`src/hw/rtl/ddo_pkg.sv`:
```
// Shared types, constants and CORDIC arctangent table for the odometry block.
package ddo_pkg;

    localparam int unsigned TabLen   = 24;
    localparam int unsigned CordW    = 34;   // Q.30 datapath with headroom
    localparam int unsigned ZW       = 32;
    localparam logic [33:0] GainQ30  = 34'd652032874;
    localparam logic [35:0] TwoPiQ16 = 36'd411775;

    localparam logic [1:0] RegRadius = 2'd0;
    localparam logic [1:0] RegTrack  = 2'd1;
    localparam logic [1:0] RegPeriod = 2'd2;

    typedef enum logic [2:0] {
        S_IDLE,
        S_MUL,
        S_DIV,
        S_CORD,
        S_POS,
        S_POS2,
        S_OUT
    } t_state;

    typedef struct packed {
        logic signed [CordW-1:0] x;
        logic signed [CordW-1:0] y;
        logic signed [ZW-1:0]    z;
    } t_cord;

    function automatic logic signed [ZW-1:0] atan_q30(input logic [4:0] i);
        logic signed [ZW-1:0] v;
        case (i)
            5'd0:  v = 32'sd536870912;
            5'd1:  v = 32'sd316933406;
            5'd2:  v = 32'sd167458907;
            5'd3:  v = 32'sd85004756;
            5'd4:  v = 32'sd42667331;
            5'd5:  v = 32'sd21354465;
            5'd6:  v = 32'sd10679838;
            5'd7:  v = 32'sd5340245;
            5'd8:  v = 32'sd2670163;
            5'd9:  v = 32'sd1335087;
            5'd10: v = 32'sd667544;
            5'd11: v = 32'sd333772;
            5'd12: v = 32'sd166886;
            5'd13: v = 32'sd83443;
            5'd14: v = 32'sd41722;
            5'd15: v = 32'sd20861;
            5'd16: v = 32'sd10430;
            5'd17: v = 32'sd5215;
            5'd18: v = 32'sd2608;
            5'd19: v = 32'sd1304;
            5'd20: v = 32'sd652;
            5'd21: v = 32'sd326;
            5'd22: v = 32'sd163;
            5'd23: v = 32'sd81;
            default: v = '0;
        endcase
        return v;
    endfunction

endpackage

```
`src/hw/rtl/ddo_cordic_cell.sv`:
```
// One registered CORDIC rotation cell with a fixed shift.
module ddo_cordic_cell #(
    parameter int unsigned STAGE = 0
) (
    input  logic           i_clk,
    input  logic           i_en,
    input  ddo_pkg::t_cord i_cord,
    output ddo_pkg::t_cord o_cord
);

    ddo_pkg::t_cord r_cord;
    ddo_pkg::t_cord n_cord;

    always_comb begin
        n_cord = i_cord;
        if (!i_cord.z[ddo_pkg::ZW-1]) begin
            n_cord.x = i_cord.x - (i_cord.y >>> STAGE);
            n_cord.y = i_cord.y + (i_cord.x >>> STAGE);
            n_cord.z = i_cord.z - ddo_pkg::atan_q30(5'(STAGE));
        end else begin
            n_cord.x = i_cord.x + (i_cord.y >>> STAGE);
            n_cord.y = i_cord.y - (i_cord.x >>> STAGE);
            n_cord.z = i_cord.z + ddo_pkg::atan_q30(5'(STAGE));
        end
    end

    always_ff @(posedge i_clk) begin
        if (i_en) begin
            r_cord <= n_cord;
        end
    end

    assign o_cord = r_cord;

endmodule

```
`config.mk`:
```
export PLATFORM = sky130hd
export DESIGN_NAME = ddo_cordic_cell
export DESIGN_NICKNAME = d
export VERILOG_FILES = /design/src/hw/rtl/ddo_pkg.sv /design/src/hw/rtl/ddo_cordic_cell.sv
export SDC_FILE = /design/constraint.sdc
export NUM_CORES = 1
export LEC_CHECK = 0
export ABC_AREA = 0
export BUFFER_PORTS_ARGS = -buffer_cell sky130_fd_sc_hd__buf_2
export CAP_MARGIN = 40
export CORE_MARGIN = 5
export CORE_UTILIZATION = 60
export CTS_CLUSTER_DIAMETER = 80
export CTS_CLUSTER_SIZE = 24
export DETAILED_ROUTE_END_ITERATION = 8
export PLACE_DENSITY_LB_ADDON = 0.05
export SLEW_MARGIN = 5
export SYNTH_ARGS = -nofsm -noshare
export SYNTH_HDL_FRONTEND = slang
export SYNTH_SLANG_ARGS = --single-unit
```
`constraint.sdc`:
```
create_clock -name i_clk -period 8.7 [get_ports i_clk]
set_input_delay 1.74 -clock i_clk [delete_from_list [all_inputs] [get_ports i_clk]]
set_output_delay 1.74 -clock i_clk [all_outputs]
set_load 0.01 [all_outputs]
```
Word level (Yosys, flattened, before mapping)

Cells that the tools add are included.

Bits in registers: 100
Output and inout port bits: 100
Word-level logic and storage cells: 9

$add $sub $neg: 5
Muxes and demuxes: 1

Operators by type and width:

| cell                                                                  | count |
|---|---|
| 100-bit two-way mux                                                   | 1 |
| 34-bit subtractor                                                     | 2 |
| 34-bit adder                                                          | 1 |
| 32-bit by 31-bit adder with 32-bit output, second input constant      | 1 |
| 32-bit by 31-bit subtractor with 32-bit output, second input constant | 1 |

Depth between registers and ports, before layout

Gate-level depths: netlist of the first run.

Word-level depth: 2
Gate-level depth with buffers: 12

Worst setup path before layout of the first run

No wires, ideal clock.

Path type: input -> register
From: in i_cord[41] (netlist name)
To: reg r_cord, in the netlist o_cord[98], data pin
Setup time: 268 ps
Arrival: 4053 ps
Slack: 4379 ps
Stages on the path: 10
Buffers on the path: 0
Cell sequence: inv_1 > ha_1 > or3_4 > a2111oi_4 > o2111ai_1 > and3_1 > o41a_1 > o41ai_2 > a22oi_1 > xor2_1

RTL lines:

| item                 | RTL line              | RTL |
|---|---|---|
| start, declared      | ddo_cordic_cell.sv:7  | `input ddo_pkg::t_cord i_cord,` |
| end signal, assigned | ddo_cordic_cell.sv:29 | `r_cord <= n_cord;` |
| end, declared        | ddo_cordic_cell.sv:11 | `ddo_pkg::t_cord r_cord;` |

==> results of run 1 <==
## how the worst max path moves through the flow
stage / from / end
after detailed placement: i_cord[50] / o_cord[93]
after floorplan: i_cord[41] / o_cord[98]
after global routing: i_cord[50] / o_cord[93]
after global placement: i_cord[50] / o_cord[93]
after CTS: i_cord[50] / o_cord[93]
final: i_cord[50] / o_cord[93]
## layout make-up
type	count	area, sq um	area share [%]
inverter	100	375	3.68
clock inverter	7	83.8	0.822
clock buffer	9	225	2.21
tap	184	230	2.26
timing repair buffer	204	1030	10.1
multi-input combinational	737	5280	51.8
sequential	99	2970	29.2
## worst max-delay path, cell delays in order
cell and delay, ps:
buf_2 100, inv_1 40, ha_1 710, nand4_1 250, nor3_1 440, nand3_1 120, o311ai_0 680, o21ai_0 260
o311ai_0 330, nand2_1 110, xnor2_1 130
## cells in the mapped netlist (5+ instances only)
library cell,count
ha_1,99
a21o_1,20
and3_1,6
buf_1,7
o21a_1,7
inv_1,98
clkbuf_1,29
xnor2_1,59
nand2b_1,9
a221oi_1,5
o21ai_0,69
mux2i_1,24
nor2_1,74
o22ai_1,5
nand3_1,9
nand2_1,53
o21bai_1,16
o211ai_1,9
nand4_1,12
o31ai_1,6
xor2_1,7
nor2b_1,14
a21oi_1,114
or3_1,7
nor3_1,14
edfxtp_1,99
a211oi_1,9
a2111oi_0,6
## per-layer routing
layer  routed length (microns)  vias to the layer above  GRT usage (%)
li1                          -                     3877              -
met1                     10700                     3819           41.5
met2                     11700                      517           45.9
met3                      2810                       63           5.50
met4                       778                        0           8.97
met5                         0                        -              0
## where the power goes
part | switching (mW) | internal, mW
Sequential | 0.0207 | 0.616
Combinational | 0.369 | 0.227
Clock | 0.207 | 0.209
## logic make-up (layout without fill, tap and decap cells)
group	Yosys count	after routing	share of synthesized area, %
DFF	99	99	33.7
adders and majority gates	103	103	14.9
AOI/OAI and AO/OA	320	320	23.2
muxes	24	24	2.72
buffers and inverters	145	320	6.56
xor gates and xnor gates	66	66	6.55
and+or+nand+nor	224	224	12.4
## per-stage QoR
stage | utilization, % | power (mW) | hold slack [ps] | area (sq um) | std cells
floorplan | - | 1.02 | 1840 | 8830 | 981
global route | 70.4 | 1.73 | 1540 | 10200 | 1340
CTS | 70.4 | 1.64 | 1540 | 10200 | 1340
global placement | 68.3 | 1.22 | 1920 | 9890 | 1324
detailed placement | 68.3 | 1.23 | 1920 | 9890 | 1324
finish | 70.4 | 1.65 | 1550 | 10200 | 1340
==> metrics, run 1 <==
status=finished clean; routability cong.=a little under 1; most frequent cells in the layout=buf_2, a21oi_1, ha_1, edfxtp_1, inv_1; drt total wl=between 20 and 30 mm; critical path fanouts, max=21; syn_area_per_cell=9.00 sq um; Worst EP arrival=around 4900 ps; EDFF count, synth=99; #FFs+latches synth=99; DRC viols=0; post-CTS setup buffer count=0; WHS Path Cells=1; post-cts resize count=0; IO Pins=202; sequential area share after synthesis=approximately a third; cell taking the most area after synthesis=edfxtp_1; syn_nets=1186; IR drop worst, VDD=0.0984 mV; worst-margin pin slew=823 ps; CTS tree=yes; Total GRT Usage=29.3%; Avg WL per Cell=slightly below 20 microns; clock sink count=99; Port Buffers=201; min setup slack post-route=approximately 3900 ps; commonest non-fill, non-tap cell in the layout=buf_2; hold-fix buffers at CTS=0; crit start category=primary input; share of layout cells above drive strength 1=20.4%; Antenna diodes=0; Remaining Overflow, GRT=0; Primary FF master, synth=edfxtp_1; CTS Buf Count=9; Final Hold Viols=0; crit share post-route=55.4%; Nets=about 1400; final setup TNS=0 ps; largest net degree at the start of global routing=73; hold path start=i_cord[14]; P&R area growth vs syn=15.5%; Yosys top cell area share=33.7%; count of yosys warnings during synthesis=0; min cycle time layout=between 4000 and 5000 ps; min-delay worst type=primary input to flop; max_cap viols=0; Syn Inst Count=981; area of the core=14500 sq um; dpl ws=3610 ps; die area=about 17000 sq um; Async SR Flop Fraction=0%; PD cells=162 nW/um^2; final setup fails=0; fmax=208 MHz; Via-to-Cell Ratio=6.18; Detail Placement HPWL=20.9 mm; Initial DRC Count=1167; WP data required=approximately 8800 ps; clock slew at reported path FFs=80 ps; number of flip-flops in the largest register=slightly below 100; clock buffer depth=2; Cell variety after synth=75; synthesized cell area=8830 sq um; Slew Limit Fails=0; final antenna-violating net count=0; filler cell count in the final layout=between 1000 and 1500; row count=44; RSZ-0062 raised after global routing=false; DIE HEIGHT=131 microns; DR vias=8276; synth top area cells=edfxtp_1, ha_1, a21oi_1; global-route wire length before repair=between 40 and 50 mm; TritonRoute pass-1 iters=6; leak pwr=roughly 4.6 nW; H-tree levels=3; Die Wd=131 microns; CP endpoint kind=flop; vias in the first global route=7696; hold endpoint=o_cord[14]; Initial Util=between 60% and 70%; Rel. slew slack=45.2%; clk root buf=clkbuf_16; initial antenna violation count=0; CP Class=primary input to flop
(Power assumes the default switching activity.)
==> run 2, diff against run 1 <==
Settings changed: ABC_AREA 0 to 1, CORE_UTILIZATION 60 to 52.
Clock period 8.7 ns to 3.9 ns, I/O delays scaled along.
==> run 2 against run 1 <==
Synthesized area is 19% higher. Routed wire length increased by 34%. Largest power group is now combinational logic. First-iteration DRC count down 1.7%. Combinational power grew to 2.5 times the previous value. Sequential share of layout area decreased by 4.2 points. Core utilization is 11 points lower. Via count increased by 34%. Sequential power is 120% higher. Total power is 140% higher. Critical path depth grew 1. Final cell count increased by 51%.
==> metrics, run 2 <==
clock sink count=99 (unchanged); Rel. slew slack=50.0% (was 45.2%); area of the core=20000 sq um (was 14500 sq um); DR vias=11100 (was 8276); CTS tree=yes (unchanged); DIE HEIGHT=152 microns (was 131 microns); PD cells=326 nW/um^2 (was 162 nW/um^2); Sw Share=39.8% (was 36.2%); synth top area cells=edfxtp_1, nand2_1, ha_1 (was edfxtp_1, ha_1, a21oi_1); Final Hold Viols=0 (unchanged); WHS Path Cells=1 (unchanged); clock power share=25.9% (was 25.2%); sequential area share after synthesis=28.4% (was 33.7%); global-route wire length before repair=55.6 mm (was 41.5 mm); Nets=1959 (was 1356); Final Cell Area=11900 sq um (was 10200 sq um); hold-fix buffers at CTS=0 (unchanged); max_cap viols=0 (unchanged); P&R area growth vs syn=13.7% (was 15.5%); CP endpoint kind=flop (unchanged); Port Buffers=201 (unchanged); drt total wl=35.0 mm (was 26.1 mm); clock slew at reported path FFs=70 ps (was 80 ps); leak pwr=6.17 nW (was 4.60 nW); share of layout cells above drive strength 1=15.4% (was 20.4%); Primary FF master, synth=edfxtp_1 (unchanged); most frequent cells in the layout=nand2_1, inv_1, buf_2 (was buf_2, a21oi_1, ha_1, edfxtp_1, inv_1); WP data required=4010 ps (was 8800 ps); Avg WL per Cell=17.3 microns (was 19.5 microns); IR drop worst, VDD=0.230 mV (was 0.0984 mV); #FFs+latches synth=99 (unchanged); EDFF count, synth=99 (unchanged); final setup fails=0 (unchanged); Die Wd=152 microns (was 131 microns); list of most frequent post-synthesis cells=nand2_1, inv_1, nand3_1 (was a21oi_1, edfxtp_1, ha_1); Initial DRC Count=1147 (was 1167); die area=23100 sq um (was 17200 sq um); post-cts resize count=0 (unchanged); syn_nets=1788 (was 1186); hold path start=i_cord[4] (was i_cord[14]); fmax=333 MHz; Detail Placement HPWL=28.8 mm (was 20.9 mm); critical path fanouts, max=12 (was 21); CTS Buf Count=9 (unchanged); commonest non-fill, non-tap cell in the layout=nand2_1 (was buf_2); hold endpoint=o_cord[4] (was o_cord[14]); Initial Util=52.3% (was 61.0%); Antenna diodes=0 (unchanged); synthesized cell area=10500 sq um (was 8830 sq um); Cell variety after synth=40 (was 75); number of flip-flops in the largest register=99 (unchanged); filler cell count in the final layout=2028 (was 1188); IO Pins=202 (unchanged); crit start category=primary input (unchanged); most frequent cell after synthesis=nand2_1 (was a21oi_1); Logic pwr share=38.8% (was 36.2%); Post-DP Area=11600 sq um (was 9890 sq um); routability cong.=1.02 (was 0.979); min-delay worst type=primary input to flop (unchanged); H-tree levels=3 (unchanged); Remaining Overflow, GRT=0 (unchanged); Int Power=2.34 mW (was 1.05 mW); Async SR Flop Fraction=0% (unchanged); Reg power frac=35.3% (was 38.6%); CP Class=primary input to flop (unchanged); vias in the first global route=10700 (was 7696); Syn Inst Count=1583 (was 981); Switch Pwr=1.54 mW (was 0.597 mW); row count=52 (was 44); met2 WL=15.3 mm (was 11.7 mm); M1 wire length=15.8 mm (was 10.7 mm); Worst EP arrival=3110 ps (was 4920 ps); largest net degree at the start of global routing=59 (was 73); RSZ-0062 raised after global routing=false (unchanged); area of the multi-input gates=6270 sq um (was 5280 sq um); crit share post-route=76.9%; clk root buf=clkbuf_16 (unchanged); status=finished clean (unchanged); worst-margin pin slew=749 ps (was 823 ps); Total GRT Usage=29.5% (was 29.3%); post-CTS setup buffer count=0 (unchanged); Via-to-Cell Ratio=5.48 (was 6.18); final antenna-violating net count=0 (unchanged); syn_area_per_cell=6.62 sq um (was 9.00 sq um); final setup TNS=0 ps (unchanged); cell taking the most area after synthesis=edfxtp_1 (unchanged); crit path launch=i_cord[39] (was i_cord[50]); count of yosys warnings during synthesis=0 (unchanged); met3 wire len=2.82 mm (was 2.81 mm); min cycle time layout=about 3000 ps; max layer used=met4 (unchanged); initial antenna violation count=0 (unchanged); TritonRoute pass-1 iters=7 (was 6); DRC viols=0 (unchanged); Slew Limit Fails=0 (unchanged); clock buffer depth=2 (unchanged); Seq. cell area=2970 sq um (unchanged); Yosys top cell area share=28.4% (was 33.7%)
==> run 2: cell types whose count changed after synthesis, sizes merged, moves of 17 or more <==
cell,delta
buf,+19
clkbuf,-17
inv,+153
mux2i,-24
nand2,+414
nand3,+155
nor2,+68
o21ai,+24
xnor2,-59
==> run 2: per-stage QoR <==
| step | setup slack (ps) | util, % | total power [mW] | hold slack (ps) | cells |
|---|---|---|---|---|---|
| after floorplan | 1440 | - | 2.35 | 879 | 1583 |
| after global placement | 610 | 57.8 | 2.85 | 956 | 2013 |
| after detailed placement | 669 | 57.8 | 2.86 | 958 | 2013 |
| after CTS | 1030 | 59.4 | 3.88 | 585 | 2029 |
| after global routing | 756 | 59.4 | 4.13 | 575 | 2029 |
| final | 900 | 59.4 | 3.88 | 593 | 2029 |
==> run 2: cell type report <==
type,count,share of cell area [%]
Multi-Input combinational cell,1186,52.7
Clock buffer,9,1.89
Timing Repair Buffer,207,8.95
Inverter,251,7.91
Clock inverter,7,0.798
Tap cell,270,2.84
Sequential cell,99,25.0
==> run 2: per-layer routing <==
layer | up-vias | GRT usage, %
li1 | 5438 | -
met1 | 5059 | 41.4
met2 | 546 | 46.2
met3 | 78 | 5.55
met4 | 0 | 9.46
met5 | - | 0
==> run 2: worst max path at each step <==
stage | end | slack (ps) | cells after the start
after global placement | o_cord[83] | 610 | 12
after detailed placement | o_cord[83] | 670 | 12
after floorplan | o_cord[98] | 1440 | 13
after global routing | o_cord[83] | 760 | 12
after CTS | o_cord[83] | 1030 | 12
final | o_cord[83] | 900 | 12
==> run 2: cells by family after synthesis <==
| family | Yosys count | share of synthesized area, % |
|---|---|---|
| simple gates | 817 | 32.9 |
| buf+inv | 298 | 11.8 |
| compound gates | 243 | 12.4 |
| flops | 99 | 28.4 |
| fa+ha+maj | 103 | 12.6 |
| xor+xnor | 23 | 1.92 |
==> run 2: power groups by stage <==
stage	combinational [mW]	sequential, mW	clock [mW]
after global placement	1.46	1.39	0
after global routing	1.67	1.38	1.08
after CTS	1.48	1.37	1.02
after detailed placement	1.47	1.39	0
after floorplan	0.886	1.47	0
final	1.51	1.37	1.01
==> run 2: worst max-delay path, stage by stage <==
cell      delay [ps]
buf_2            110
inv_1             50
ha_1             560
nand2_1          240
nor2_2           310
inv_1            130
nor2_1           240
nor3_1           140
o21bai_1         260
nand2_1          130
nand3_1          120
nand2_1           50
