===== src/hw/rtl/ddo_divider.sv =====
// Restoring unsigned divider, one quotient bit per cycle.
module ddo_divider (
    input  logic        i_clk,
    input  logic        i_rst_n,
    input  logic        i_start,
    input  logic [51:0] i_num,
    input  logic [35:0] i_den,
    output logic        o_done,
    output logic [51:0] o_quo
);

    logic [51:0] r_quo;
    logic [36:0] r_rem;
    logic [5:0]  r_cnt;
    logic        r_busy;
    logic        r_done;
    logic [36:0] n_try;

    assign n_try = {r_rem[35:0], r_quo[51]} - {1'b0, i_den};

    always_ff @(posedge i_clk) begin
        if (!i_rst_n) begin
            r_busy <= 1'b0;
            r_done <= 1'b0;
            r_cnt  <= '0;
        end else begin
            // raised once the last quotient bit has landed in r_quo
            r_done <= r_busy && (r_cnt == 6'd0) && !i_start;
            if (i_start) begin
                r_busy <= 1'b1;
                r_cnt  <= 6'd51;
            end else if (r_busy) begin
                if (r_cnt == 6'd0) begin
                    r_busy <= 1'b0;
                end
                r_cnt <= r_cnt - 6'd1;
            end
        end
    end

    always_ff @(posedge i_clk) begin
        if (i_start) begin
            r_quo <= i_num;
            r_rem <= '0;
        end else if (r_busy) begin
            if (!n_try[36]) begin
                r_rem <= n_try;
                r_quo <= {r_quo[50:0], 1'b1};
            end else begin
                r_rem <= {r_rem[35:0], r_quo[51]};
                r_quo <= {r_quo[50:0], 1'b0};
            end
        end
    end

    assign o_done = r_done;
    assign o_quo  = r_quo;

endmodule


===== config.mk =====
export PLATFORM = sky130hd
export DESIGN_NAME = ddo_divider
export DESIGN_NICKNAME = d
export VERILOG_FILES = /design/src/hw/rtl/ddo_divider.sv
export SDC_FILE = /design/constraint.sdc
export NUM_CORES = 1
export LEC_CHECK = 0
export ABC_CLOCK_PERIOD_IN_PS = 4750
export BUFFER_PORTS_ARGS = -buffer_cell sky130_fd_sc_hd__buf_2
export CAP_MARGIN = 20
export CORE_ASPECT_RATIO = 1.4
export CORE_UTILIZATION = 45
export DETAILED_ROUTE_END_ITERATION = 8
export PLACE_DENSITY = 0.68
export SLEW_MARGIN = 5
export SYNTH_ARGS = -nofsm -noshare
export SYNTH_HDL_FRONTEND = slang
export SYNTH_SLANG_ARGS = --single-unit

===== constraint.sdc =====
create_clock -name i_clk -period 4.75 [get_ports i_clk]
set_input_delay 0.95 -clock i_clk [delete_from_list [all_inputs] [get_ports i_clk]]
set_output_delay 0.95 -clock i_clk [all_outputs]
set_load 0.005 [all_outputs]

Word level (Yosys, flattened, before mapping)
Index checks and enable logic that the tools add are counted.
{ "totals": {"ff_bits": 96, "input_bits": 91, "wordCells": 24} }
{ "op_classes": {"add_sub_neg": 2, "muxes": 9, "bitwise_logic": 1, "reduce_logical": 6} }
{ "op_table": {"columns": ["operator", "n"], "rows": [
  ["$mux 52", 2],
  ["$sub 37x36->37", 1],
  ["$mux 36", 1],
  ["$mux 6", 2],
  ["$logic_not 6->1", 1],
  ["$sub 6x1->6 const B", 1],
  ["$mux 1", 4],
  ["$logic_and 1x1->1", 2],
  ["$reduce_bool 2->1", 1],
  ["$reduce_or 2->1", 1],
  ["$logic_not 1->1", 1],
  ["$not 1->1", 1]
]} }

Depth between registers and ports, before layout
Gate-level depths: netlist of the first run.
{ "depth": {"ltp_word": 4, "mapped_depth": 13} }

Worst setup path before layout of the first run
OpenSTA, ideal clock, no wires.
{ "synth_timing": {"path_type": "input to register", "from": "input i_den[0]", "to": "register r_rem[22]", "setup_ns": 0.117, "arrival_ns": 3.698, "setup_slack_ns": 0.935, "cell_stages": 12, "path_cell_list": "ha_1 > fa_1 > and2b_1 > o2111ai_2 > a2111oi_4 > o21ai_2 > a211oi_2 > o22a_2 > xnor2_2 > buf_6 > mux2_2 > a22o_1"} }
{ "synth_via": {"elab_chain_cells": 2} }
{ "synth_lines": {"columns": ["element", "line", "source"], "rows": [
  ["start: declaration", "7", "input logic [35:0] i_den,"],
  ["$sub 37x36->37", "19", "assign n_try = {r_rem[35:0], r_quo[51]} - {1'b0, i_den};"],
  ["$mux 36", "46", "if (!n_try[36]) begin"],
  ["end signal: assignment", "47", "r_rem <= n_try;"],
  ["end signal: assignment", "50", "r_rem <= {r_rem[35:0], r_quo[51]};"],
  ["end: declaration", "13", "logic [36:0] r_rem;"]
]} }
Every way passes these cells.
A chain may end at the register's enable or synchronous reset.

Worst setup path after layout of the first run
{ "layout_timing": {"from": "input i_den[0]", "to": "register r_rem[11]"} }
Same word-level chain as after synthesis.

==> impl_results.md, run 1 <==
* TNS Setup at 0 ps
* Count of hold-fix buffers inserted at cts at 0
* All-layer global routing usage at a little over a fifth
* Max Transition Viols Final at 0
* Number of distinct standard cells referenced by the synthesized netlist at just over 60
* Initial antenna violation count at 0
* Via count at around 5300
* Dpl cells at between 900 and 1000
* Max-slew headroom at 30.9%
* Aggregate global routing overflow at 0
* Maximum number of pins on one net before global-route repair at between 50 and 60
* I/O pin cnt at between 100 and 150
* Area of the mapped netlist at between 6000 and 7000 µm²
* Post-DR vias/cell at roughly 5.5
* Share of async-settable or async-resettable flops after synthesis at 0%
* Detailed-routing iteration count for the pre-antenna-repair pass at 5
* Number of standard cells in the layout, taps in and fillers out at 961
* Dominant cell type by area after synthesis: sky130_fd_sc_hd__edfxtp_1
* Post-synth EDFFs at between 50 and 60
* Total Power Consumption at 2360 µW
* Fin crit share at a little over four fifths
* Worst-margin pin slew at slightly above 1000 ps
* Final wirelength at roughly 15000 µm
* Share of the yosys chip area belonging to registers at approximately two fifths
* Biggest area contributors in the synthesized netlist: sky130_fd_sc_hd__edfxtp_1, sky130_fd_sc_hd__dfxtp_1, sky130_fd_sc_hd__mux2_2
* Rows at 50
* Crit path kind: in2reg
* Syn_nets at 785
* Syn Area/Cell at 9.64 µm²
* Worst IR Drop VDD at about 0.18 mV
* Die Area at roughly 15000 µm²
* HPWL reported at the end of detailed placement at 11600 µm
* FMAX at 250 MHz
* Pwr per Cell Area at around 320 nW/µm²
* Clock tree from TritonCTS: built
* Worst min path class: reg2reg
* Kind of capture point of the worst setup path: register
* Final period demand of the worst path at 4010 ps
* Latest clock arrival within the worst-skew pair at 350 ps
* Vias in the first global route at approximately 5200
* Number of warnings printed during yosys synthesis at 0
* Final Setup Violations at 0
* Clk sink count at between 90 and 100
* Number of H-tree levels at 3
* CTS buffer count at 9
* Port Buf Inserts at 143
* Placed Instance Area at 7130 µm²
* Standby leakage power at 0.00341 µW
* Drc violations at 0
* Wire length per cell at roughly 16 µm
* Number of instances in the synthesized netlist at roughly 660
* CTS Root Cell: sky130_fd_sc_hd__clkbuf_16
* Layout Nets at between 900 and 1000
* Clock buffer depth at 2
* Post-CTS setup buffer count at 0
* Critical path fanouts, max at 20
* Hold Vio Cnt, Final at 0
* Non-Filler Cell Area, Final at 7420 µm²
* Utilization after layout at between 50% and 60%
* Initial drt markers at 230
* First-pass GRT wire length at 24300 µm
* Area growth syn-to-layout at 17.5%
* Synthesis-stage register bit count at between 90 and 100
* Outcome: complete, no violations
* ANT nets after route at 0
* Dominant register cell in the synthesized netlist: sky130_fd_sc_hd__edfxtp_1
* Fraction of final layout cells sized beyond drive strength 1 at 29.0%
* Core Region at ~14000 µm²
* Antenna cells at 0
* Unrepaired setup endpoints after global routing: false
* Routability Congestion at slightly above 0.9
* Required time at the endpoint of the critical path at 4940 ps
* Nature of the critical path startpoint: input port
* Reported max-cap violation count at 0
* Clock edge transition at the registers on the reported setup and hold paths at roughly 80 ps
* Initial Utilization at 46.7%
* Final Skew at ~11 ps
* Number of gates resized after cts at 0
* Chip Height at approximately 140 µm
* Synth top area share at 24.7%
* Data arrival time of the critical path at around 4200 ps
* Die X at just over 100 µm
* R2r setup slk at about 1000 ps
## worst max-delay path: stages
cell and delay [ps]:
sky130_fd_sc_hd__buf_2 120, sky130_fd_sc_hd__ha_1 220, sky130_fd_sc_hd__fa_1 410, sky130_fd_sc_hd__and2b_1 260, sky130_fd_sc_hd__o2111ai_2 160, sky130_fd_sc_hd__a2111oi_4 450
sky130_fd_sc_hd__o21ai_2 140, sky130_fd_sc_hd__a211oi_2 290, sky130_fd_sc_hd__o22a_2 250, sky130_fd_sc_hd__xnor2_4 300, sky130_fd_sc_hd__buf_4 350, sky130_fd_sc_hd__mux2i_1 210
sky130_fd_sc_hd__a211oi_1 90
## cells by family after synthesis
| family | Yosys count | share of synthesized area (%) |
|---|---|---|
| multiplexers | 80 | 13.7 |
| buffers and inverters | 91 | 5.77 |
| flip-flops | 96 | 38.7 |
| AO/OA/AOI/OAI | 168 | 18.4 |
| adder cells (fa/ha/maj) | 39 | 7.85 |
| AND/OR/NAND/NOR | 143 | 10.2 |
| XOR/XNOR | 38 | 5.39 |
## cells in the final DEF, fill, tap and decap left out, types with 3 or more instances in the layout
master | synthesis | routed
sky130_fd_sc_hd__buf_2 | 3 | 142
sky130_fd_sc_hd__nor2_1 | 63 | 63
sky130_fd_sc_hd__mux2_2 | 52 | 52
sky130_fd_sc_hd__edfxtp_1 | 52 | 52
sky130_fd_sc_hd__inv_1 | 52 | 51
sky130_fd_sc_hd__dfxtp_1 | 44 | 43
sky130_fd_sc_hd__a21oi_1 | 42 | 42
sky130_fd_sc_hd__ha_1 | 38 | 38
sky130_fd_sc_hd__nand2_1 | 34 | 34
sky130_fd_sc_hd__a211oi_1 | 30 | 30
sky130_fd_sc_hd__mux2i_1 | 28 | 28
sky130_fd_sc_hd__o21ai_0 | 24 | 24
sky130_fd_sc_hd__xnor2_1 | 22 | 22
sky130_fd_sc_hd__xor2_1 | 15 | 15
sky130_fd_sc_hd__a21o_1 | 13 | 13
sky130_fd_sc_hd__nand4_1 | 10 | 10
sky130_fd_sc_hd__clkbuf_16 | 0 | 9
sky130_fd_sc_hd__o21a_1 | 7 | 7
sky130_fd_sc_hd__nand2b_1 | 7 | 7
sky130_fd_sc_hd__nor2b_1 | 6 | 6
sky130_fd_sc_hd__a31oi_1 | 6 | 6
sky130_fd_sc_hd__o22ai_1 | 5 | 5
sky130_fd_sc_hd__nor3_1 | 5 | 5
sky130_fd_sc_hd__nand3_1 | 5 | 5
sky130_fd_sc_hd__buf_4 | 3 | 5
sky130_fd_sc_hd__and3_1 | 4 | 4
sky130_fd_sc_hd__or3_1 | 4 | 4
sky130_fd_sc_hd__inv_6 | 0 | 4
sky130_fd_sc_hd__o221ai_1 | 3 | 3
sky130_fd_sc_hd__o21bai_1 | 3 | 3
sky130_fd_sc_hd__o31ai_1 | 3 | 3
## through the flow
step	hold slack, ps	setup WS (ps)
2_1_floorplan	467	935
3_3_place_gp	490	513
3_5_place_dp	499	386
4_1_cts	509	731
5_1_grt	529	504
6_report	506	743
## final timing paths
check,start,to,cells after the start
worst max-delay path,i_den[0],r_rem[11]$_SDFFE_PP0P_,13
worst min-delay path,r_rem[25]$_SDFFE_PP0P_,r_rem[25]$_SDFFE_PP0P_,2
worst max register to register,o_quo[51]$_DFFE_PP_,r_rem[11]$_SDFFE_PP0P_,13
worst min register to register,r_rem[25]$_SDFFE_PP0P_,r_rem[25]$_SDFFE_PP0P_,2
## sequential cells by signal (all words and copies together) (netlist names)
name,count
o_done,1
o_quo,52
r_busy,1
r_cnt,6
r_rem,36
## where the power goes
| part | leakage [µW] | internal [µW] | switching (µW) |
|---|---|---|---|
| sequential | 0.000885 | 968 | 60.3 |
| combinational | 0.00238 | 290 | 337 |
| clock | 0.000140 | 368 | 338 |
## Yosys cell counts (all sizes together), types with 3 or more instances
cell type  number
o21bai          3
a2111oi         3
mux2i          28
or3             4
clkbuf         32
nand4          10
a31oi           6
nor2b           6
inv            52
and3            4
nand2b          7
o31ai           3
a21boi          3
a21o           13
nand3           5
nand2          34
a21oi          42
ha             38
o21ai          26
nor3            5
edfxtp         52
a211oi         32
xor2           15
o21a            7
mux2           52
dfxtp          44
o221ai          3
xnor2          23
o22ai           5
nor2           63
buf             7
## final cells by class
class                      instances  area [µm²]
sequential                        96        2440
clock inverter                     6        55.1
multi-input combinational        468        3520
timing repair buffer             147         748
clock buffer                      10         229
tap                              182         228
fill                            1265        6090
inverter                          52         195
## routing by layer
layer | track usage, % | up-vias | wire [µm]
met3 | 3.00 | 26 | 766
met5 | 0 | - | 0
met1 | 24.8 | 2439 | 6590
met2 | 38.6 | 188 | 7630
met4 | 7.59 | 0 | 305
li1 | - | 2629 | -
(Power assumes the default switching activity.)
==> inputs of run 2 (changes only) <==
--- a/config.mk
+++ b/config.mk
@@ -5,7 +5,7 @@
 export SDC_FILE = /design/constraint.sdc
 export NUM_CORES = 1
 export LEC_CHECK = 0
-export ABC_CLOCK_PERIOD_IN_PS = 4750
+export ABC_CLOCK_PERIOD_IN_PS = 3750
 export BUFFER_PORTS_ARGS = -buffer_cell sky130_fd_sc_hd__buf_2
 export CAP_MARGIN = 20
 export CORE_ASPECT_RATIO = 1.4
==> constraint.sdc (replaced) <==
create_clock -name i_clk -period 3.75 [get_ports i_clk]
set_input_delay 0.75 -clock i_clk [delete_from_list [all_inputs] [get_ports i_clk]]
set_output_delay 0.75 -clock i_clk [all_outputs]
set_load 0.005 [all_outputs]
==> run 2 against run 1 <==
Effect of this change: non-clock buffer count is 16 higher; via count is 2.1% higher; sequential share of layout area is 0.67 points lower; global-route usage is 0.39 points higher; largest power group unchanged; highest routed layer unchanged.
==> impl_results.md, run 2 (synthesized netlist as in run 1, its figures left out) <==
* Outcome: complete, no violations
* Port Buf Inserts at 143 (unchanged)
* Nature of the critical path startpoint: input port
* Number of standard cells in the layout, taps in and fillers out at 977 (+1.7%)
* Clock buffer depth at 2 (unchanged)
* Commonest non-fill, non-tap cell in the layout: sky130_fd_sc_hd__buf_2
* I/O pin cnt at 144 (unchanged)
* Fraction of final layout cells sized beyond drive strength 1 at 30.4% (+1.4 points)
* Sequential Area at 2440 µm² (unchanged)
* Via count at 5392 (+2.1%)
* Die X at 102 µm (unchanged)
* Worst path bufs/invs at 2 (unchanged)
* Drc violations at 0 (unchanged)
* Hold Vio Cnt, Final at 0 (unchanged)
* FMAX at around 290 MHz
* Utilization after layout at 56.0% (+1.1 points)
* Standby leakage power at 0.00350 µW (+2.7%)
* Final period demand of the worst path at roughly 3500 ps
* Kind of capture point of the worst setup path: register
* Max-slew headroom at 50.6% (+20 points)
* Area occupied by multi-input gates at 3520 µm² (unchanged)
* Unrepaired setup endpoints after global routing: false
* Layout Nets at 920 (+1.8%)
* Reported max-cap violation count at 0 (unchanged)
* Most frequent cells in the layout: sky130_fd_sc_hd__buf_2, sky130_fd_sc_hd__nor2_1, sky130_fd_sc_hd__mux2_2, sky130_fd_sc_hd__edfxtp_1, sky130_fd_sc_hd__inv_1
* Clock edge transition at the registers on the reported setup and hold paths at 70 ps (about the same)
* Initial Utilization at 46.7% (unchanged)
* Required time at the endpoint of the critical path at 3950 ps (-990 ps)
* Vias in the first global route at 5264 (+1.6%)
* Wire length per cell at 16.0 µm (+0.31%)
* TNS Setup at 0 ps (unchanged)
* Post-CTS setup buffer count at 0 (unchanged)
* Detailed-routing iteration count for the pre-antenna-repair pass at 4 (-1)
* Worst-margin pin slew at 740 ps (-295 ps)
* R2r setup slk at 380 ps (-660 ps)
* Worst IR Drop VDD at 0.199 mV (+11%)
* Initial antenna violation count at 0 (unchanged)
* CTS Root Cell: sky130_fd_sc_hd__clkbuf_16
* Crit path kind: in2reg
* Final wirelength at 15600 µm (+2.0%)
* HPWL reported at the end of detailed placement at 11800 µm (+1.4%)
* Routability Congestion at 0.915 (about the same)
* Placed Instance Area at 7270 µm² (+1.9%)
* First-pass GRT wire length at 24700 µm (+1.3%)
* All-layer global routing usage at 21.6% (+0.39 points)
* Pwr per Cell Area at 408 nW/µm² (+28%)
* Largest register FFs at 52 (unchanged)
* Latest clock arrival within the worst-skew pair at 350 ps (about the same)
* Antenna cells at 0 (unchanged)
* Fin crit share at between 90% and 100%
* Data arrival time of the critical path at 3690 ps (-510 ps)
* Number of filler cells placed in the layout at 1209 (-4.4%)
* Critical path's slowest cell: sky130_fd_sc_hd__a2111oi_4
* Chip Height at 142 µm (unchanged)
* Core Region at 13500 µm² (unchanged)
* Die Area at 14500 µm² (unchanged)
* Setup slack after placement at -102 ps (-488 ps)
* Clock tree from TritonCTS: built
* ANT nets after route at 0 (unchanged)
* Clk sink count at 96 (unchanged)
* Highest cell delay on the worst timing path at 420 ps (-30 ps)
* Aggregate global routing overflow at 0 (unchanged)
* Worst min path class: reg2reg
* Critical path fanouts, max at 27 (+35%)
* Initial drt markers at 194 (-16%)
* Dpl cells at 961 (+1.7%)
* Maximum number of pins on one net before global-route repair at 69 (+30%)
* CP Cell Sequence: buf_2, ha_1, fa_1, and2b_1, o2111ai_2, a2111oi_4, o21ai_2, a211oi_2, o22a_2, xnor2_4, buf_12, mux2i_1, a211oi_1
* CTS buffer count at 9 (unchanged)
* Final Skew at 10.7 ps (+0.0137 ps)
* Number of H-tree levels at 3 (unchanged)
* Non-Filler Cell Area, Final at 7570 µm² (+2.1%)
* Rows at 50 (unchanged)
* Area growth syn-to-layout at 19.9%
* Final Setup Violations at 0 (unchanged)
* Number of gates resized after cts at 0 (unchanged)
* Top Family by Delay on Critical Path: compound AO/OA/AOI/OAI gates
* Post-layout worst setup margin at 260 ps (-483 ps)
* Count of hold-fix buffers inserted at cts at 0 (unchanged)
* Post-DR vias/cell at 5.52 (+0.41%)
* Max Transition Viols Final at 0 (unchanged)
-- run 2: per-stage QoR --
stage / hold slack [ps] / power (µW)
4_1_cts: 509 / 3120
5_1_grt: 533 / 3250
6_report: 511 / 3090
3_3_place_gp: 491 / 2120
2_1_floorplan: 467 / 1880
3_5_place_dp: 499 / 2140
-- run 2: power by group --
group | switching, µW | internal [µW] | total, µW
Clock | 432 | 531 | 964
Sequential | 65.2 | 1230 | 1290
Combinational | 447 | 388 | 835
-- run 2: path summary, 6_finish.rpt --
path                           from                endpoint  depth (start not counted)
max reg2reg     o_quo[51]$_DFFE_PP_  r_rem[14]$_SDFFE_PP0P_                         13
min reg2reg  r_rem[29]$_SDFFE_PP0P_  r_rem[29]$_SDFFE_PP0P_                          2
min          r_rem[29]$_SDFFE_PP0P_  r_rem[29]$_SDFFE_PP0P_                          2
max                        i_den[0]  r_rem[14]$_SDFFE_PP0P_                         13
-- run 2: per-layer routing --
layer | part of all wire [%] | global-route usage, % | up-vias
met3 | 5.8 | 3.39 | 26
met2 | 51 | 39.1 | 203
met1 | 41 | 24.7 | 2513
met4 | 2.4 | 8.87 | 0
met5 | 0 | 0 | -
li1 | - | - | 2650
-- run 2: final cells by class --
class | count | share of cell area [%]
clock buffer | 10 | 3.02
tap | 182 | 3.01
clock inverter | 6 | 1.01
sequential | 96 | 32.3
timing repair buffer | 163 | 11.6
multi-input combinational | 468 | 46.5
inverter | 52 | 2.58
-- run 2: tightest hold or removal path: stages (launching register included) --
cell and delay (ps):
sky130_fd_sc_hd__dfxtp_1 330, sky130_fd_sc_hd__nor2_1 90, sky130_fd_sc_hd__a211oi_1 50
==> inputs of run 3 (changes only) <==
--- a/config.mk
+++ b/config.mk
@@ -5,7 +5,7 @@
 export SDC_FILE = /design/constraint.sdc
 export NUM_CORES = 1
 export LEC_CHECK = 0
-export ABC_CLOCK_PERIOD_IN_PS = 3750
+export ABC_CLOCK_PERIOD_IN_PS = 4050
 export BUFFER_PORTS_ARGS = -buffer_cell sky130_fd_sc_hd__buf_2
 export CAP_MARGIN = 20
 export CORE_ASPECT_RATIO = 1.4
==> constraint.sdc (replaced) <==
create_clock -name i_clk -period 4.05 [get_ports i_clk]
set_input_delay 0.81 -clock i_clk [delete_from_list [all_inputs] [get_ports i_clk]]
set_output_delay 0.81 -clock i_clk [all_outputs]
set_load 0.005 [all_outputs]
==> run 3 against run 2 <==
Effect of this change: combinational power down 9.1%; sequential share of layout area up 0.30 points; non-clock buffer count down 9; final cell count down 0.92%; wire length down 3.0%; clock power down 13%; hold slack worse by 3.0 ps; die area unchanged; highest routed layer unchanged.
==> impl_results.md, run 3 (synthesized netlist as in run 1, its figures left out) <==
* Clock tree from TritonCTS: built
* Critical path fanouts, max at 9 (-67%)
* Max layer used: met4
* Area growth syn-to-layout at 18.8%
* Clk sink count at 96 (unchanged)
* Worst-margin pin slew at 737 ps (-2.81 ps)
* Final Setup Violations at 0 (unchanged)
* Final wirelength at 15100 µm (-3.0%)
* Die Area at 14500 µm² (unchanged)
* Met3 wire len at 739 µm (-18%)
* Pwr per Cell Area at 372 nW/µm² (-8.8%)
* Standby leakage power at 0.00345 µW (-1.3%)
* Rows at 50 (unchanged)
* Most frequent cells in the layout: sky130_fd_sc_hd__buf_2, sky130_fd_sc_hd__nor2_1, sky130_fd_sc_hd__mux2_2, sky130_fd_sc_hd__edfxtp_1, sky130_fd_sc_hd__inv_1
* ANT nets after route at 0 (unchanged)
* Initial Utilization at 46.7% (unchanged)
* Antenna cells at 0 (unchanged)
* Nature of the critical path startpoint: input port
* Utilization after layout at 55.5% (-0.51 points)
* CTS buffer count at 9 (unchanged)
* Kind of capture point of the worst setup path: register
* Wire length per cell at 15.6 µm (-2.1%)
* Reported max-cap violation count at 0 (unchanged)
* Clock edge transition at the registers on the reported setup and hold paths at 70 ps (about the same)
* Latest clock arrival within the worst-skew pair at 340 ps (about the same)
* Data arrival time of the critical path at 3890 ps (+200 ps)
* Worst IR Drop VDD at 0.200 mV (+0.62%)
* Drc violations at 0 (unchanged)
* I/O pin cnt at 144 (unchanged)
* Port Buf Inserts at 143 (unchanged)
* Vias in the first global route at 5159 (-2.0%)
* Fin crit share at roughly 91%
* Outcome: complete, no violations
* CP Cell Sequence: buf_2, ha_1, fa_1, and2b_1, o2111ai_2, a2111oi_4, o21ai_2, a211oi_2, o22a_2, xnor2_4, buf_4, mux2i_1, a211oi_1
* Routability Congestion at 0.887 (-3.0%)
* Highest cell delay on the worst timing path at 440 ps (+20 ps)
* Required time at the endpoint of the critical path at 4240 ps (+290 ps)
* Max-slew headroom at 50.8% (+0.26 points)
* Unrepaired setup endpoints after global routing: false
* Core Region at 13500 µm² (unchanged)
* Layout Nets at 911 (-0.98%)
* Aggregate global routing overflow at 0 (unchanged)
* Via count at 5242 (-2.8%)
* Final Skew at 11.9 ps (+1.23 ps)
* Max Transition Viols Final at 0 (unchanged)
* Critical path's slowest cell: sky130_fd_sc_hd__a2111oi_4
* Hold Worst Slack at 508 ps (-2.95 ps)
* Worst min path class: reg2reg
* Post-DR vias/cell at 5.42 (-1.9%)
* HPWL reported at the end of detailed placement at 11700 µm (-0.89%)
* DRT met1 WL at 6640 µm (+3.2%)
* Count of hold-fix buffers inserted at cts at 0 (unchanged)
* Die X at 102 µm (unchanged)
* FMAX at about 270 MHz
* Number of H-tree levels at 3 (unchanged)
* Chip Height at 142 µm (unchanged)
* Number of gates resized after cts at 0 (unchanged)
* CTS Root Cell: sky130_fd_sc_hd__clkbuf_16
* Maximum number of pins on one net before global-route repair at 65 (-5.8%)
* Clock buffer depth at 2 (unchanged)
* Post-CTS setup buffer count at 0 (unchanged)
* Initial antenna violation count at 0 (unchanged)
* Largest register FFs at 52 (unchanged)
* Crit path kind: in2reg
* TNS Setup at 0 ps (unchanged)
* Detailed-routing iteration count for the pre-antenna-repair pass at 4 (unchanged)
* Initial drt markers at 218 (+12%)
* All-layer global routing usage at 21.2% (-0.41 points)
* First-pass GRT wire length at 24200 µm (-1.7%)
* Final period demand of the worst path at 3700 ps
* Commonest non-fill, non-tap cell in the layout: sky130_fd_sc_hd__buf_2
* Fraction of final layout cells sized beyond drive strength 1 at 29.6% (-0.80 points)
* Total length of routed met2 wires at 7520 µm (-4.6%)
* Hold Vio Cnt, Final at 0 (unchanged)
==> run 3: cell types whose count changed in the layout (fill, tap and decap cells not counted) <==
| cell | before | now |
|---|---|---|
| sky130_fd_sc_hd__buf_12 | 1 | 2 |
| sky130_fd_sc_hd__buf_4 | 20 | 10 |
| sky130_fd_sc_hd__bufinv_16 | 1 | 0 |
| sky130_fd_sc_hd__clkinv_4 | 1 | 3 |
| sky130_fd_sc_hd__clkinv_8 | 0 | 1 |
| sky130_fd_sc_hd__inv_6 | 3 | 1 |
==> run 3: per-stage QoR <==
stage,total power [µW],instances,setup slack (ps),area [µm²]
finish,2790,968,352,7500
global route,2950,968,168,7500
CTS,2810,967,357,7480
detailed placement,1970,951,6.41,7190
global placement,1960,951,93.3,7190
floorplan,1740,655,375,6310
==> run 3: metal layers <==
metal / global-route usage [%] / vias to the layer above
met5: 0 / -
met2: 38.5 / 158
met3: 3.73 / 16
met4: 6.84 / 0
met1: 24.6 / 2433
li1: - / 2635
==> run 3: worst paths after layout <==
kind / end / depth (start not counted) / startpoint / slack, ps
worst max-delay path: r_rem[17]$_SDFFE_PP0P_ / 13 / i_den[0] / 350
worst max register to register: r_rem[17]$_SDFFE_PP0P_ / 13 / o_quo[51]$_DFFE_PP_ / 540
worst min register to register: r_rem[12]$_SDFFE_PP0P_ / 2 / r_rem[12]$_SDFFE_PP0P_ / 510
worst min-delay path: r_rem[12]$_SDFFE_PP0P_ / 2 / r_rem[12]$_SDFFE_PP0P_ / 510
==> run 3: final cells by class <==
class | count | area [µm²]
Fill cell | 1189 | 6010
Multi-Input combinational cell | 468 | 3520
Sequential cell | 96 | 2440
Timing Repair Buffer | 154 | 826
Clock buffer | 10 | 229
Tap cell | 182 | 228
Inverter | 52 | 195
Clock inverter | 6 | 62.6
==> run 3: worst max-delay path, delay by kind of cell <==
| kind | cells | cell delay (ps) |
|---|---|---|
| AOI/OAI and AO/OA | 6 | 1330 |
| adders and majority gates | 2 | 630 |
| buffers and inverters | 2 | 420 |
| and+or+nand+nor | 1 | 240 |
| muxes | 1 | 230 |
| xor gates and xnor gates | 1 | 220 |
==> run 3: power by group <==
group	internal [µW]	switching, µW
sequential	1130	64.4
combinational	354	405
clock	432	401
total	1920	870
